## src/sv/fsfl_pkg.sv

```systemverilog
`timescale 1ns / 1ps

package fsfl_pkg;

  localparam int CMD_W     = 2;
  localparam int STATUS_W  = 2;
  localparam int OFF_IN_W  = 24;
  localparam int OFFSET_W  = 20;
  localparam int COUNT_W   = 9;
  localparam int SIZE_W    = 13;
  localparam int CFG_IDX_W = 1;
  localparam int MIN_PAD   = 8;
  localparam int COUNT_RST = 256;
  localparam int SIZE_RST  = 8;

  typedef enum logic [CMD_W-1:0] {
    CMD_ALLOC      = 2'd0,
    CMD_ALLOC_ZERO = 2'd1,
    CMD_FREE       = 2'd2,
    CMD_RESET      = 2'd3
  } cmd_e;

  typedef enum logic [STATUS_W-1:0] {
    STAT_OK        = 2'd0,
    STAT_EXHAUSTED = 2'd1,
    STAT_INVALID   = 2'd2
  } stat_e;

  typedef enum logic [CFG_IDX_W-1:0] {
    REG_SLOT_COUNT = 1'b0,
    REG_SLOT_SIZE  = 1'b1
  } reg_e;

  typedef enum logic {
    ALU_MUL = 1'b0,
    ALU_DIV = 1'b1
  } alu_op_e;

  typedef enum logic [2:0] {
    ST_RELINK,
    ST_IDLE,
    ST_ALLOC_WAIT,
    ST_FREE_WAIT,
    ST_OUT
  } state_e;

  typedef struct packed {
    logic    start;
    alu_op_e op;
  } alu_req_t;

  typedef struct packed {
    logic busy;
    logic rem_zero;
  } alu_rsp_t;

endpackage

```

## src/sv/fsfl_ram.sv

```systemverilog
`timescale 1ns / 1ps

module fsfl_ram #(
  parameter int unsigned WIDTH = 9,
  parameter int unsigned DEPTH = 256
) (
  input  logic                     clk_i,
  input  logic                     we_i,
  input  logic [$clog2(DEPTH)-1:0] waddr_i,
  input  logic [WIDTH-1:0]         wdata_i,
  input  logic                     re_i,
  input  logic [$clog2(DEPTH)-1:0] raddr_i,
  output logic [WIDTH-1:0]         rdata_o
);

  logic [WIDTH-1:0] mem_q [DEPTH];
  logic [WIDTH-1:0] rdata_q;

  always_ff @(posedge clk_i) begin
    if (we_i) begin
      mem_q[waddr_i] <= wdata_i;
    end
    if (re_i) begin
      rdata_q <= mem_q[raddr_i];
    end
  end

  assign rdata_o = rdata_q;

endmodule

```

## src/sv/fsfl_alu.sv

```systemverilog
`timescale 1ns / 1ps

module fsfl_alu #(
  parameter int unsigned PAD_W = 13,
  parameter int unsigned IDX_W = 8
) (
  input  logic                       clk_i,
  input  logic                       rst_ni,
  input  fsfl_pkg::alu_req_t         req_i,
  input  logic [PAD_W-1:0]           pad_i,
  input  logic [IDX_W-1:0]           idx_i,
  input  logic [fsfl_pkg::OFF_IN_W-1:0] dividend_i,
  output fsfl_pkg::alu_rsp_t         rsp_o,
  output logic [fsfl_pkg::OFFSET_W-1:0] product_o,
  output logic [fsfl_pkg::OFF_IN_W-1:0] quot_o
);

  import fsfl_pkg::*;

  localparam int unsigned ALU_W = (PAD_W + 1 > OFFSET_W) ? PAD_W + 1 : OFFSET_W;
  localparam int unsigned CNT_W = $clog2(OFF_IN_W);

  logic [ALU_W-1:0]    acc_q, acc_d;
  logic [OFF_IN_W-1:0] opnd_q, opnd_d;
  logic [CNT_W-1:0]    cnt_q, cnt_d;
  logic                busy_q, busy_d;
  alu_op_e             op_q, op_d;

  logic                msb;
  logic [ALU_W-1:0]    shifted;
  logic [ALU_W-1:0]    operand;
  logic [ALU_W:0]      sum;
  logic                borrow;
  logic                last;

  always_comb begin
    msb     = opnd_q[OFF_IN_W-1];
    shifted = {acc_q[ALU_W-2:0], (op_q == ALU_DIV) & msb};
    operand = {{(ALU_W-PAD_W){1'b0}}, pad_i};
    if (op_q == ALU_DIV) begin
      sum = {1'b0, shifted} - {1'b0, operand};
    end else begin
      sum = {1'b0, shifted} + {1'b0, operand};
    end
    borrow = sum[ALU_W];
    if (op_q == ALU_DIV) begin
      last = (cnt_q == CNT_W'(OFF_IN_W - 1));
    end else begin
      last = (cnt_q == CNT_W'(IDX_W - 1));
    end
  end

  always_comb begin
    acc_d  = acc_q;
    opnd_d = opnd_q;
    cnt_d  = cnt_q;
    busy_d = busy_q;
    op_d   = op_q;
    if (req_i.start) begin
      op_d   = req_i.op;
      acc_d  = '0;
      cnt_d  = '0;
      busy_d = 1'b1;
      if (req_i.op == ALU_DIV) begin
        opnd_d = dividend_i;
      end else begin
        opnd_d = {idx_i, {(OFF_IN_W-IDX_W){1'b0}}};
      end
    end else if (busy_q) begin
      cnt_d  = cnt_q + CNT_W'(1);
      busy_d = !last;
      if (op_q == ALU_DIV) begin
        acc_d  = borrow ? shifted : sum[ALU_W-1:0];
        opnd_d = {opnd_q[OFF_IN_W-2:0], !borrow};
      end else begin
        acc_d  = msb ? sum[ALU_W-1:0] : shifted;
        opnd_d = {opnd_q[OFF_IN_W-2:0], 1'b0};
      end
    end
  end

  always_ff @(posedge clk_i or negedge rst_ni) begin
    if (!rst_ni) begin
      cnt_q  <= '0;
      busy_q <= 1'b0;
      op_q   <= ALU_MUL;
    end else begin
      cnt_q  <= cnt_d;
      busy_q <= busy_d;
      op_q   <= op_d;
    end
  end

  always_ff @(posedge clk_i) begin
    acc_q  <= acc_d;
    opnd_q <= opnd_d;
  end

  assign rsp_o.busy     = busy_q;
  assign rsp_o.rem_zero = (acc_q == '0);
  assign product_o      = acc_q[OFFSET_W-1:0];
  assign quot_o         = opnd_q;

endmodule

```

## src/sv/fixed_slot_free_list_allocator_unit.sv

```systemverilog
`timescale 1ns / 1ps

// Channel  Direction  Handshake                 Payload
// in       input      in_valid_i / in_stall_o   command_i, has_address_i, byte_offset_i
// out      output     out_valid_o / out_stall_i status_o, slot_offset_o, clear_slot_o
// cfg      input      cfg_we_i                  cfg_idx_i, cfg_data_i
//
// Alloc: the slot offset is formed by the shift-add steps of the shared add/subtract
// unit over the IDX_W = clog2(MAX_SLOTS) bits of the slot index; an empty pool is
// answered without it. Free: 24 restoring divide steps on the same unit; a null pointer
// is answered without it. Reset command: one link memory write per slot. After rst_ni
// the link memory is swept with in_stall_o high. One item is in flight at a time; a
// finished result waits in the output register while the next item is accepted.

module fixed_slot_free_list_allocator_unit #(
  parameter int unsigned MAX_SLOTS      = 256,
  parameter int unsigned MAX_SLOT_BYTES = 4096
) (
  input  logic                            clk_i,
  input  logic                            rst_ni,
  input  logic                            cfg_we_i,
  input  logic [fsfl_pkg::CFG_IDX_W-1:0]  cfg_idx_i,
  input  logic [fsfl_pkg::SIZE_W-1:0]     cfg_data_i,
  input  logic                            in_valid_i,
  output logic                            in_stall_o,
  input  logic [fsfl_pkg::CMD_W-1:0]      command_i,
  input  logic                            has_address_i,
  input  logic [fsfl_pkg::OFF_IN_W-1:0]   byte_offset_i,
  output logic                            out_valid_o,
  input  logic                            out_stall_i,
  output logic [fsfl_pkg::STATUS_W-1:0]   status_o,
  output logic [fsfl_pkg::OFFSET_W-1:0]   slot_offset_o,
  output logic                            clear_slot_o
);

  import fsfl_pkg::*;

  localparam int unsigned IDX_W  = $clog2(MAX_SLOTS);
  localparam int unsigned LINK_W = $clog2(MAX_SLOTS + 1);
  localparam int unsigned PAD_W  = $clog2(MAX_SLOT_BYTES + 1);
  localparam logic [LINK_W-1:0] END_MARK = LINK_W'(MAX_SLOTS);
  localparam logic [LINK_W-1:0] RST_N    =
    LINK_W'((COUNT_RST > MAX_SLOTS) ? MAX_SLOTS : COUNT_RST);

  state_e               state_q, state_d;
  logic [LINK_W-1:0]    head_q, head_d;
  logic [IDX_W-1:0]     rl_cnt_q, rl_cnt_d;
  logic [LINK_W-1:0]    rl_n_q, rl_n_d;
  logic                 rl_cmd_q, rl_cmd_d;
  cmd_e                 cmd_q, cmd_d;
  stat_e                res_status_q, res_status_d;
  logic [OFFSET_W-1:0]  res_off_q, res_off_d;
  logic                 res_clear_q, res_clear_d;
  logic                 out_valid_q, out_valid_d;
  stat_e                out_status_q, out_status_d;
  logic [OFFSET_W-1:0]  out_off_q, out_off_d;
  logic                 out_clear_q, out_clear_d;
  logic [COUNT_W-1:0]   slot_count_q, slot_count_d;
  logic [SIZE_W-1:0]    slot_size_q, slot_size_d;

  logic [LINK_W-1:0]    used_n;
  logic [PAD_W-1:0]     pad;
  logic [LINK_W-1:0]    rl_next;
  logic                 in_accept;

  alu_req_t             alu_req;
  alu_rsp_t             alu_rsp;
  logic [OFFSET_W-1:0]  product;
  logic [OFF_IN_W-1:0]  quot;

  logic                 ram_we;
  logic [IDX_W-1:0]     ram_waddr;
  logic [LINK_W-1:0]    ram_wdata;
  logic                 ram_re;
  logic [LINK_W-1:0]    ram_rdata;

  always_comb begin
    if (slot_count_q == '0) begin
      used_n = LINK_W'(1);
    end else if (32'(slot_count_q) > MAX_SLOTS) begin
      used_n = END_MARK;
    end else begin
      used_n = LINK_W'(slot_count_q);
    end
    if (slot_size_q < SIZE_W'(MIN_PAD)) begin
      pad = PAD_W'(MIN_PAD);
    end else if (32'(slot_size_q) > MAX_SLOT_BYTES) begin
      pad = PAD_W'(MAX_SLOT_BYTES);
    end else begin
      pad = PAD_W'(slot_size_q);
    end
  end

  always_comb begin
    slot_count_d = slot_count_q;
    slot_size_d  = slot_size_q;
    if (cfg_we_i) begin
      case (reg_e'(cfg_idx_i))
        REG_SLOT_COUNT: begin
          slot_count_d = cfg_data_i[COUNT_W-1:0];
        end
        REG_SLOT_SIZE: begin
          slot_size_d = cfg_data_i;
        end
        default: begin
          slot_count_d = slot_count_q;
        end
      endcase
    end
  end

  assign in_stall_o = (state_q != ST_IDLE);
  assign in_accept  = in_valid_i && !in_stall_o;
  assign rl_next    = LINK_W'(rl_cnt_q) + LINK_W'(1);

  always_comb begin
    state_d      = state_q;
    head_d       = head_q;
    rl_cnt_d     = rl_cnt_q;
    rl_n_d       = rl_n_q;
    rl_cmd_d     = rl_cmd_q;
    cmd_d        = cmd_q;
    res_status_d = res_status_q;
    res_off_d    = res_off_q;
    res_clear_d  = res_clear_q;
    out_valid_d  = out_valid_q;
    out_status_d = out_status_q;
    out_off_d    = out_off_q;
    out_clear_d  = out_clear_q;
    alu_req      = '{start: 1'b0, op: ALU_MUL};
    ram_we       = 1'b0;
    ram_waddr    = rl_cnt_q;
    ram_wdata    = (rl_next < rl_n_q) ? rl_next : END_MARK;
    ram_re       = 1'b0;

    if (out_valid_q && !out_stall_i) begin
      out_valid_d = 1'b0;
    end

    case (state_q)
      ST_RELINK: begin
        ram_we   = 1'b1;
        rl_cnt_d = rl_cnt_q + IDX_W'(1);
        if (rl_cnt_q == IDX_W'(MAX_SLOTS - 1)) begin
          head_d   = '0;
          rl_cnt_d = '0;
          rl_cmd_d = 1'b0;
          if (rl_cmd_q) begin
            res_status_d = STAT_OK;
            res_off_d    = '0;
            res_clear_d  = 1'b0;
            state_d      = ST_OUT;
          end else begin
            state_d = ST_IDLE;
          end
        end
      end
      ST_IDLE: begin
        if (in_accept) begin
          cmd_d = cmd_e'(command_i);
          case (cmd_e'(command_i))
            CMD_ALLOC, CMD_ALLOC_ZERO: begin
              if (head_q == END_MARK) begin
                res_status_d = STAT_EXHAUSTED;
                res_off_d    = '0;
                res_clear_d  = 1'b0;
                state_d      = ST_OUT;
              end else begin
                ram_re  = 1'b1;
                alu_req = '{start: 1'b1, op: ALU_MUL};
                state_d = ST_ALLOC_WAIT;
              end
            end
            CMD_FREE: begin
              if (!has_address_i) begin
                res_status_d = STAT_INVALID;
                res_off_d    = '0;
                res_clear_d  = 1'b0;
                state_d      = ST_OUT;
              end else begin
                alu_req = '{start: 1'b1, op: ALU_DIV};
                state_d = ST_FREE_WAIT;
              end
            end
            CMD_RESET: begin
              rl_n_d   = used_n;
              rl_cmd_d = 1'b1;
              rl_cnt_d = '0;
              state_d  = ST_RELINK;
            end
            default: begin
              state_d = ST_IDLE;
            end
          endcase
        end
      end
      ST_ALLOC_WAIT: begin
        if (!alu_rsp.busy) begin
          head_d       = ram_rdata;
          res_status_d = STAT_OK;
          res_off_d    = product;
          res_clear_d  = (cmd_q == CMD_ALLOC_ZERO);
          state_d      = ST_OUT;
        end
      end
      ST_FREE_WAIT: begin
        if (!alu_rsp.busy) begin
          res_off_d   = '0;
          res_clear_d = 1'b0;
          if (alu_rsp.rem_zero && (32'(quot) < 32'(used_n))) begin
            ram_we       = 1'b1;
            ram_waddr    = quot[IDX_W-1:0];
            ram_wdata    = head_q;
            head_d       = LINK_W'(quot[IDX_W-1:0]);
            res_status_d = STAT_OK;
          end else begin
            res_status_d = STAT_INVALID;
          end
          state_d = ST_OUT;
        end
      end
      ST_OUT: begin
        if (!out_valid_q || !out_stall_i) begin
          out_valid_d  = 1'b1;
          out_status_d = res_status_q;
          out_off_d    = res_off_q;
          out_clear_d  = res_clear_q;
          state_d      = ST_IDLE;
        end
      end
      default: begin
        state_d = ST_IDLE;
      end
    endcase
  end

  always_ff @(posedge clk_i or negedge rst_ni) begin
    if (!rst_ni) begin
      state_q      <= ST_RELINK;
      head_q       <= '0;
      rl_cnt_q     <= '0;
      rl_n_q       <= RST_N;
      rl_cmd_q     <= 1'b0;
      out_valid_q  <= 1'b0;
      slot_count_q <= COUNT_W'(COUNT_RST);
      slot_size_q  <= SIZE_W'(SIZE_RST);
    end else begin
      state_q      <= state_d;
      head_q       <= head_d;
      rl_cnt_q     <= rl_cnt_d;
      rl_n_q       <= rl_n_d;
      rl_cmd_q     <= rl_cmd_d;
      out_valid_q  <= out_valid_d;
      slot_count_q <= slot_count_d;
      slot_size_q  <= slot_size_d;
    end
  end

  always_ff @(posedge clk_i) begin
    cmd_q        <= cmd_d;
    res_status_q <= res_status_d;
    res_off_q    <= res_off_d;
    res_clear_q  <= res_clear_d;
    out_status_q <= out_status_d;
    out_off_q    <= out_off_d;
    out_clear_q  <= out_clear_d;
  end

  fsfl_alu #(
    .PAD_W (PAD_W),
    .IDX_W (IDX_W)
  ) u_alu (
    .clk_i      (clk_i),
    .rst_ni     (rst_ni),
    .req_i      (alu_req),
    .pad_i      (pad),
    .idx_i      (head_q[IDX_W-1:0]),
    .dividend_i (byte_offset_i),
    .rsp_o      (alu_rsp),
    .product_o  (product),
    .quot_o     (quot)
  );

  fsfl_ram #(
    .WIDTH (LINK_W),
    .DEPTH (MAX_SLOTS)
  ) u_link_ram (
    .clk_i   (clk_i),
    .we_i    (ram_we),
    .waddr_i (ram_waddr),
    .wdata_i (ram_wdata),
    .re_i    (ram_re),
    .raddr_i (head_q[IDX_W-1:0]),
    .rdata_o (ram_rdata)
  );

  assign out_valid_o   = out_valid_q;
  assign status_o      = out_status_q;
  assign slot_offset_o = out_off_q;
  assign clear_slot_o  = out_clear_q;

`ifndef ASSERT_OFF
  a_head_range: assert property (@(posedge clk_i) disable iff (!rst_ni)
    head_q <= END_MARK)
    else $error("free list head beyond end mark");

  a_idle_alu: assert property (@(posedge clk_i) disable iff (!rst_ni)
    !in_stall_o |-> !alu_rsp.busy)
    else $error("input open while shared unit busy");

  a_start_idle: assert property (@(posedge clk_i) disable iff (!rst_ni)
    alu_req.start |-> (state_q == ST_IDLE) && in_valid_i)
    else $error("shared unit started outside a transfer");

  a_fail_zero: assert property (@(posedge clk_i) disable iff (!rst_ni)
    out_valid_o && (status_o != STAT_OK) |-> (slot_offset_o == '0) && !clear_slot_o)
    else $error("failed result carries offset or clear flag");
`endif

endmodule
```

## config.mk

```make
export PLATFORM = sky130hd
export DESIGN_NAME = fixed_slot_free_list_allocator_unit
export DESIGN_NICKNAME = d
export VERILOG_FILES = /design/src/sv/fsfl_pkg.sv /design/src/sv/fsfl_ram.sv /design/src/sv/fsfl_alu.sv /design/src/sv/fixed_slot_free_list_allocator_unit.sv
export SDC_FILE = /design/constraint.sdc
export NUM_CORES = 2
export LEC_CHECK = 0
export BUFFER_PORTS_ARGS = -buffer_cell sky130_fd_sc_hd__buf_2
export CAP_MARGIN = 25
export CORE_AREA = 2 2 545 412
export DETAILED_ROUTE_END_ITERATION = 7
export DIE_AREA = 0 0 547 414
export SYNTH_ARGS = -nofsm -noshare
export SYNTH_HDL_FRONTEND = slang
export SYNTH_SLANG_ARGS = --single-unit
```

## constraint.sdc

```tcl
create_clock -name clk_i -period 35.3 [get_ports clk_i]
set_input_delay 7.06 -clock clk_i [delete_from_list [all_inputs] [get_ports clk_i]]
set_output_delay 7.06 -clock clk_i [all_outputs]
set_load 0.02 [all_outputs]
```

After elaboration in Yosys (flattened, before gate mapping)

Memories as Yosys holds them, arrays and structs flattened. A register that Yosys moved wholly into a read port is not among the register bits.
Cells that the tools add are included.

Register bits after elaboration: 152
Memory bits (writable): 2,304
Input port bits: 46
Output and inout port bits: 25
Logic and storage cells: 178
Memories kept: 1

Memory list:

| name             | depth | width | read ports | clocked after memory_dff | write ports | line           | RTL |
|---|---|---|---|---|---|---|---|
| u_link_ram.mem_q | 256   | 9     | 1          | 1                        | 1           | fsfl_ram.sv:16 | `logic [WIDTH-1:0] mem_q [DEPTH];` |

Add/sub/neg operators: 5
$lt $le $gt $ge: 5
Eq/ne operators: 25
Muxes and demuxes: 91
Bitwise logic cells: 2
Reductions and logical operators: 29

Operators with widths:

| kind                                                                   | number |
|---|---|
| 20-bit 2-to-1 mux                                                      | 10 |
| 9-bit 2-to-1 mux                                                       | 10 |
| 20-bit case mux with 4 select lines                                    | 1 |
| 24-bit 2-to-1 mux                                                      | 3 |
| 8-bit 2-to-1 mux                                                       | 6 |
| 20-bit case mux with 2 select lines                                    | 1 |
| 9-bit case mux with 3 select lines                                     | 1 |
| 13-bit 2-to-1 mux                                                      | 2 |
| 1-bit 2-to-1 mux                                                       | 25 |
| 24-bit by 9-bit < comparator with 1-bit output                         | 1 |
| 2-bit 2-to-1 mux                                                       | 12 |
| 20-bit by 13-bit adder with 21-bit output                              | 1 |
| 21-bit 2-to-1 mux                                                      | 1 |
| 3-bit 2-to-1 mux                                                       | 7 |
| 20-bit by 13-bit subtractor with 21-bit output                         | 1 |
| 20-bit logical NOT                                                     | 1 |
| 2-bit inequality test (second input constant)                          | 8 |
| 8-bit case mux with 2 select lines                                     | 1 |
| 13-bit greater-than comparator (second input constant)                 | 1 |
| 13-bit by 4-bit < comparator with 1-bit output (second input constant) | 1 |
| 3-bit case mux with 4 select lines                                     | 1 |
| 5-bit 2-to-1 mux                                                       | 2 |
| 8-bit by 1-bit adder with 9-bit output (second input constant)         | 1 |
| 9-bit equality test (second input constant)                            | 1 |
| other kinds (38)                                                       | 58 |

Logic depth before layout (Yosys ltp)

Depth in word-level cells: 10
Gate-level depth with buffers: 19
Depth with buffers taken out: 17

Hierarchy

Synthesis repeated with hierarchy kept, for this count alone.

Cells, all modules: 5,081
Area, all modules: 98,130.4 um2

Modules (own cells, without submodules):

| module                              | instances | cells an instance | area each (um2) |
|---|---|---|---|
| fsfl_ram                            | 1         | 4,237             | 89,368.2 |
| fixed_slot_free_list_allocator_unit | 1         | 415               | 4,989.8 |
| fsfl_alu                            | 1         | 429               | 3,772.4 |

Least setup slack after synthesis

OpenSTA, ideal clock, no wires.

Path type: flip-flop to flip-flop
From: register slot_count_q[8]
To: memory u_link_ram.mem_q[0][2], data pin
Arrival: 12,498 ps
Setup slack: 20,571 ps
Stages on the path, launching flop included: 11
Buffers on the path: 2
Clock period less this slack: 14,729 ps
Path through: dfstp_2 -> clkinv_1 -> nand2_1 -> ha_1 -> a2111oi_0 -> a211oi_1 -> nor2_1 -> o31a_2 -> buf_4 -> buf_2 -> o31ai_1

Word-level cells in the longest chain between the ends: 8

RTL lines:

| item                                               | line                                       | RTL |
|---|---|---|
| start, declared                                    | fixed_slot_free_list_allocator_unit.sv:58  | `logic [COUNT_W-1:0] slot_count_q, slot_count_d;` |
| start signal, assigned                             | fixed_slot_free_list_allocator_unit.sv:245 | `slot_count_q <= COUNT_W'(COUNT_RST);` |
| start signal, assigned                             | fixed_slot_free_list_allocator_unit.sv:254 | `slot_count_q <= slot_count_d;` |
| 9-bit greater-than comparator                      | fixed_slot_free_list_allocator_unit.sv:80  | `end else if (32'(slot_count_q) > MAX_SLOTS) begin` |
| 9-bit 2-to-1 mux                                   | fixed_slot_free_list_allocator_unit.sv:80  |  |
| 9-bit 2-to-1 mux (*)                               | fixed_slot_free_list_allocator_unit.sv:78  | `if (slot_count_q == '0) begin` |
| 24-bit by 9-bit < comparator with 1-bit output (*) | fixed_slot_free_list_allocator_unit.sv:210 | `if (alu_rsp.rem_zero && (32'(quot) < 32'(used_n))) begin` |
| 1-bit logical AND (*)                              | fixed_slot_free_list_allocator_unit.sv:210 |  |
| 9-bit 2-to-1 mux (*)                               | fixed_slot_free_list_allocator_unit.sv:210 |  |
| 9-bit 2-to-1 mux (*)                               | fixed_slot_free_list_allocator_unit.sv:207 | `if (!alu_rsp.busy) begin` |
| 9-bit 2-to-1 mux (*)                               | fixed_slot_free_list_allocator_unit.sv:140 | `case (state_q)` |
| via ram_wdata[2]                                   | fixed_slot_free_list_allocator_unit.sv:73  | `logic [LINK_W-1:0] ram_wdata;` |
| end, declared                                      | fsfl_ram.sv:16                             |  |

The timed path passes the listed nets; every way through them passes the cells marked *.

Final worst setup path

From: register state_q[2]
To: output in_stall_o

Word-level cells in the longest chain between the ends: 1

RTL lines:

| item                                             | line                                       | RTL |
|---|---|---|
| start, declared                                  | fixed_slot_free_list_allocator_unit.sv:45  | `state_e state_q, state_d;` |
| start signal, assigned                           | fixed_slot_free_list_allocator_unit.sv:248 | `state_q <= state_d;` |
| 3-bit by 1-bit inequality test with 1-bit output | fixed_slot_free_list_allocator_unit.sv:112 | `assign in_stall_o = (state_q != ST_IDLE);` |
| end, declared                                    | fixed_slot_free_list_allocator_unit.sv:25  | `output logic in_stall_o,` |

No other way between the ends.

==> impl_metrics.yaml <==
global_routing:
  grt_pass1_vias: 49019
  grt_max_degree: 257
  overflow: 0
  grt_usage: 0.2311
  grt_first_pass_wirelength_mm: 373.8
  antenna_found_initial: 11
layout:
  nNetsFinal: 5215
  n_fill_cell: 17863
  syn2layout_area_growth_pct: 10.88
  final_common_cell: "edfxtp_1"
  layout_common_cells: "edfxtp_1 (2385), mux4_2 (467), nor2_1 (364)"
  final_area_um2: 109700
  drive_gt1_frac: 0.2075
die:
  die_y_um: 414
  start_util: 0.4470
  dieArea_um2: 226500
  die_w_um: 547
  io_pins: 71
  fp-row-count: 150
  core_area_um2: 221300
route:
  first_pass_iters: 6
  drc: 0
  postRouteAntennaNets: 0
  wl_per_cell_um: 32.24
  routed_wl_mm: 266.8
  drtIter0Drc: 7267
  num_vias: 51125
  routed_via_density: 6.178
clock_network:
  insertion_delay_ns: 0.88
  cts_tree: "done"
  htree_levels: 4
  cts_buffer_depth: 4
  cts_inserted_buffers: 230
  cts_root_buf: "clkbuf_16"
  post_cts_resized: 0
  cts.sinks: 2465
  clk_pin_slew_ns: 0.06
  post_cts_buffers: 0
  hold_buffers: 0
placement:
  post_dp_cell_area_um2: 102500
  gp_congestion: 0.8648
  hpwlAfterDp_mm: 159.5
  port_buffers: 70
worst_setup_path:
  startpoint: "state_q[2]"
  critPathKind: "flip-flop to output port"
  crit_path_max_incr_delay_ns: 0.48
  crit_path_max_fanout: 10
  crit_family: "flip-flops"
  reg2reg_slack_ns: 29.05
  cpMaxStageDelayCell: "dfrtp_1"
  cp.arrival_ns: 1.90
  start_kind: "flip-flop"
  r2r-end: "u_link_ram.rdata_o[4]"
  cp.buffers_inverters: 1
  cp.required_ns: 28.24
  crit_chain: "nor2_1, nand2_1, buf_2"
  r2r_cells: 10
  end_kind: "output port"
  rr_startpoint: "head_q[0]"
min_path:
  worstHoldPathCells: 0
  hold_path_class: "flip-flop to flip-flop"
  min_delay_worst_endpoint: "slot_offset_o[14]"
  worst_hold_startpoint: "res_off_q[14]"
yosys:
  ys_seq_area_frac: 0.7433
  synth_fp_nets: 5060
  synth_edf_count: 2385
  ys.flop_type: "edfxtp_1"
  async_flop_share: 0.02434
  synthCells: 4974
  synth_area_um2: 98910
  syn_avg_cell_area_um2: 19.89
  yosys_warnings: 0
  synth_cell_types: 94
  ys_ff_latch: 2465
power_and_ir_drop:
  powerDensity_nw_per_um2: 81.23
  p_leak_uw: 0.03428
  ir_drop_uv: 153.3
timing:
  worstMarginPinSlew_ns: 1.290
  tns_ns: 0
  timing.fmax_mhz: 111.6
  whs_ns: 0.4198
  min_period_ns: 8.958
  fin_worst_skew_ns: 0.03980
  drv_slew: 0
  final_hold_viol_count: 0
  rsz0062_at_grt: "no"
  setup_viol: 0
  min_period_over_period: 0.2538
  maxSlewHeadroom: 0.1399
status:
  status: "completed"
flow_run:
  drv_cap: 0
==> metal layers <==
| layer | GRT usage | share of wire |
|---|---|---|
| met5 | 0 | 0.00011 |
| met4 | 0.05620 | 0.025 |
| met2 | 0.3283 | 0.43 |
| met1 | 0.3535 | 0.43 |
| met3 | 0.06310 | 0.11 |
==> state kept, by name, summed over array words and instances (netlist names), 3 cells and up <==
signal              cells
u_alu.product_o        20
u_alu.quot_o           24
u_link_ram.mem_q     2304
slot_offset_o          20
rl_n_q                  9
slot_size_q            13
res_off_q              20
slot_count_q            9
u_alu.cnt_q             5
head_q                  9
state_q                 3
rl_cnt_q                8
u_link_ram.rdata_o      9
==> where the power goes <==
part / switching [uW] / leakage, uW / internal (uW) / total (uW)
registers: 116 / 0.0229 / 3830 / 3940
logic: 1830 / 0.00805 / 780 / 2610
clock network: 1060 / 0.00337 / 1290 / 2350
total: 3010 / 0.0343 / 5900 / 8910
==> Yosys cell counts, types with 9 or more instances <==
cell,count,share of area
a221oi_1,37,0.0033
and2_1,26,0.0016
a21o_1,10,0.00076
ha_1,39,0.0049
buf_4,13,0.00099
nor3_1,35,0.0018
mux4_2,467,0.11
mux4_1,90,0.024
nor4_1,21,0.0013
mux2_2,43,0.0049
o21ai_0,113,0.0057
o22ai_1,38,0.0024
nand3_1,31,0.0016
xnor2_1,14,0.0012
buf_2,108,0.0055
a21oi_1,76,0.0038
a211oi_1,24,0.0018
edfxtp_1,2385,0.72
buf_1,12,0.00046
nor2_1,369,0.014
or3_1,9,0.00057
clkbuf_1,98,0.0037
mux2i_1,123,0.012
nor2b_1,27,0.0017
nand2b_1,25,0.0016
inv_1,32,0.0012
dfrtp_1,57,0.014
a31oi_2,11,0.0014
buf_6,34,0.0039
a31oi_1,29,0.0018
o31ai_1,9,0.00068
nand2_1,154,0.0058
dfxtp_1,20,0.0040
xor2_1,12,0.0011
buf_12,13,0.0026
buf_8,18,0.0027
a22oi_1,92,0.0070
nand4_1,25,0.0016
o21a_1,10,0.00076
and3_1,13,0.00082
a22o_1,60,0.0053
o211ai_1,16,0.0012
==> cell families after synthesis <==
| kind of cell | Yosys count | share of synthesized area |
|---|---|---|
| xor+xnor | 26 | 0.002302 |
| compound gates | 612 | 0.04450 |
| simple gates | 776 | 0.03586 |
| mux | 723 | 0.1476 |
| flops | 2465 | 0.7433 |
| fa+ha+maj | 40 | 0.005136 |
| buf+inv | 332 | 0.02126 |
==> worst max path at each step <==
stage	to	slack [ns]	cells past startpoint
finish	in_stall_o	26.34	3
global route	in_stall_o	26.24	3
CTS	in_stall_o	26.32	3
detailed placement	u_alu.quot_o[19]	26.27	7
global placement	u_alu.quot_o[17]	26.11	6
floorplan	u_link_ram.mem_q[0][2]	20.57	10
==> final cells by class <==
type                    instances  area, um2  area share
flip-flops and latches       2465      73540      0.6706
diodes                          5      12.51   0.0001141
well taps                    2964       3709     0.03382
inverters                      35      133.9    0.001221
clock buffers                 288       6047     0.05514
repair buffers                220       1749     0.01595
multi-input cells            2177      23610      0.2152
clock inverters               121      870.8    0.007941
==> stage by stage <==
step / cells / total power, uW / util / setup WS, ns
2_1_floorplan: 4974 / 5742 / - / 20.57
3_3_place_gp: 7826 / 6520 / 0.4624 / 26.11
3_5_place_dp: 7835 / 6576 / 0.4630 / 26.27
4_1_cts: 8244 / 8902 / 0.4943 / 26.32
5_1_grt: 8270 / 9182 / 0.4956 / 26.24
6_report: 8275 / 8909 / 0.4956 / 26.34
No activity file was read; power rests on OpenSTA's default activity.
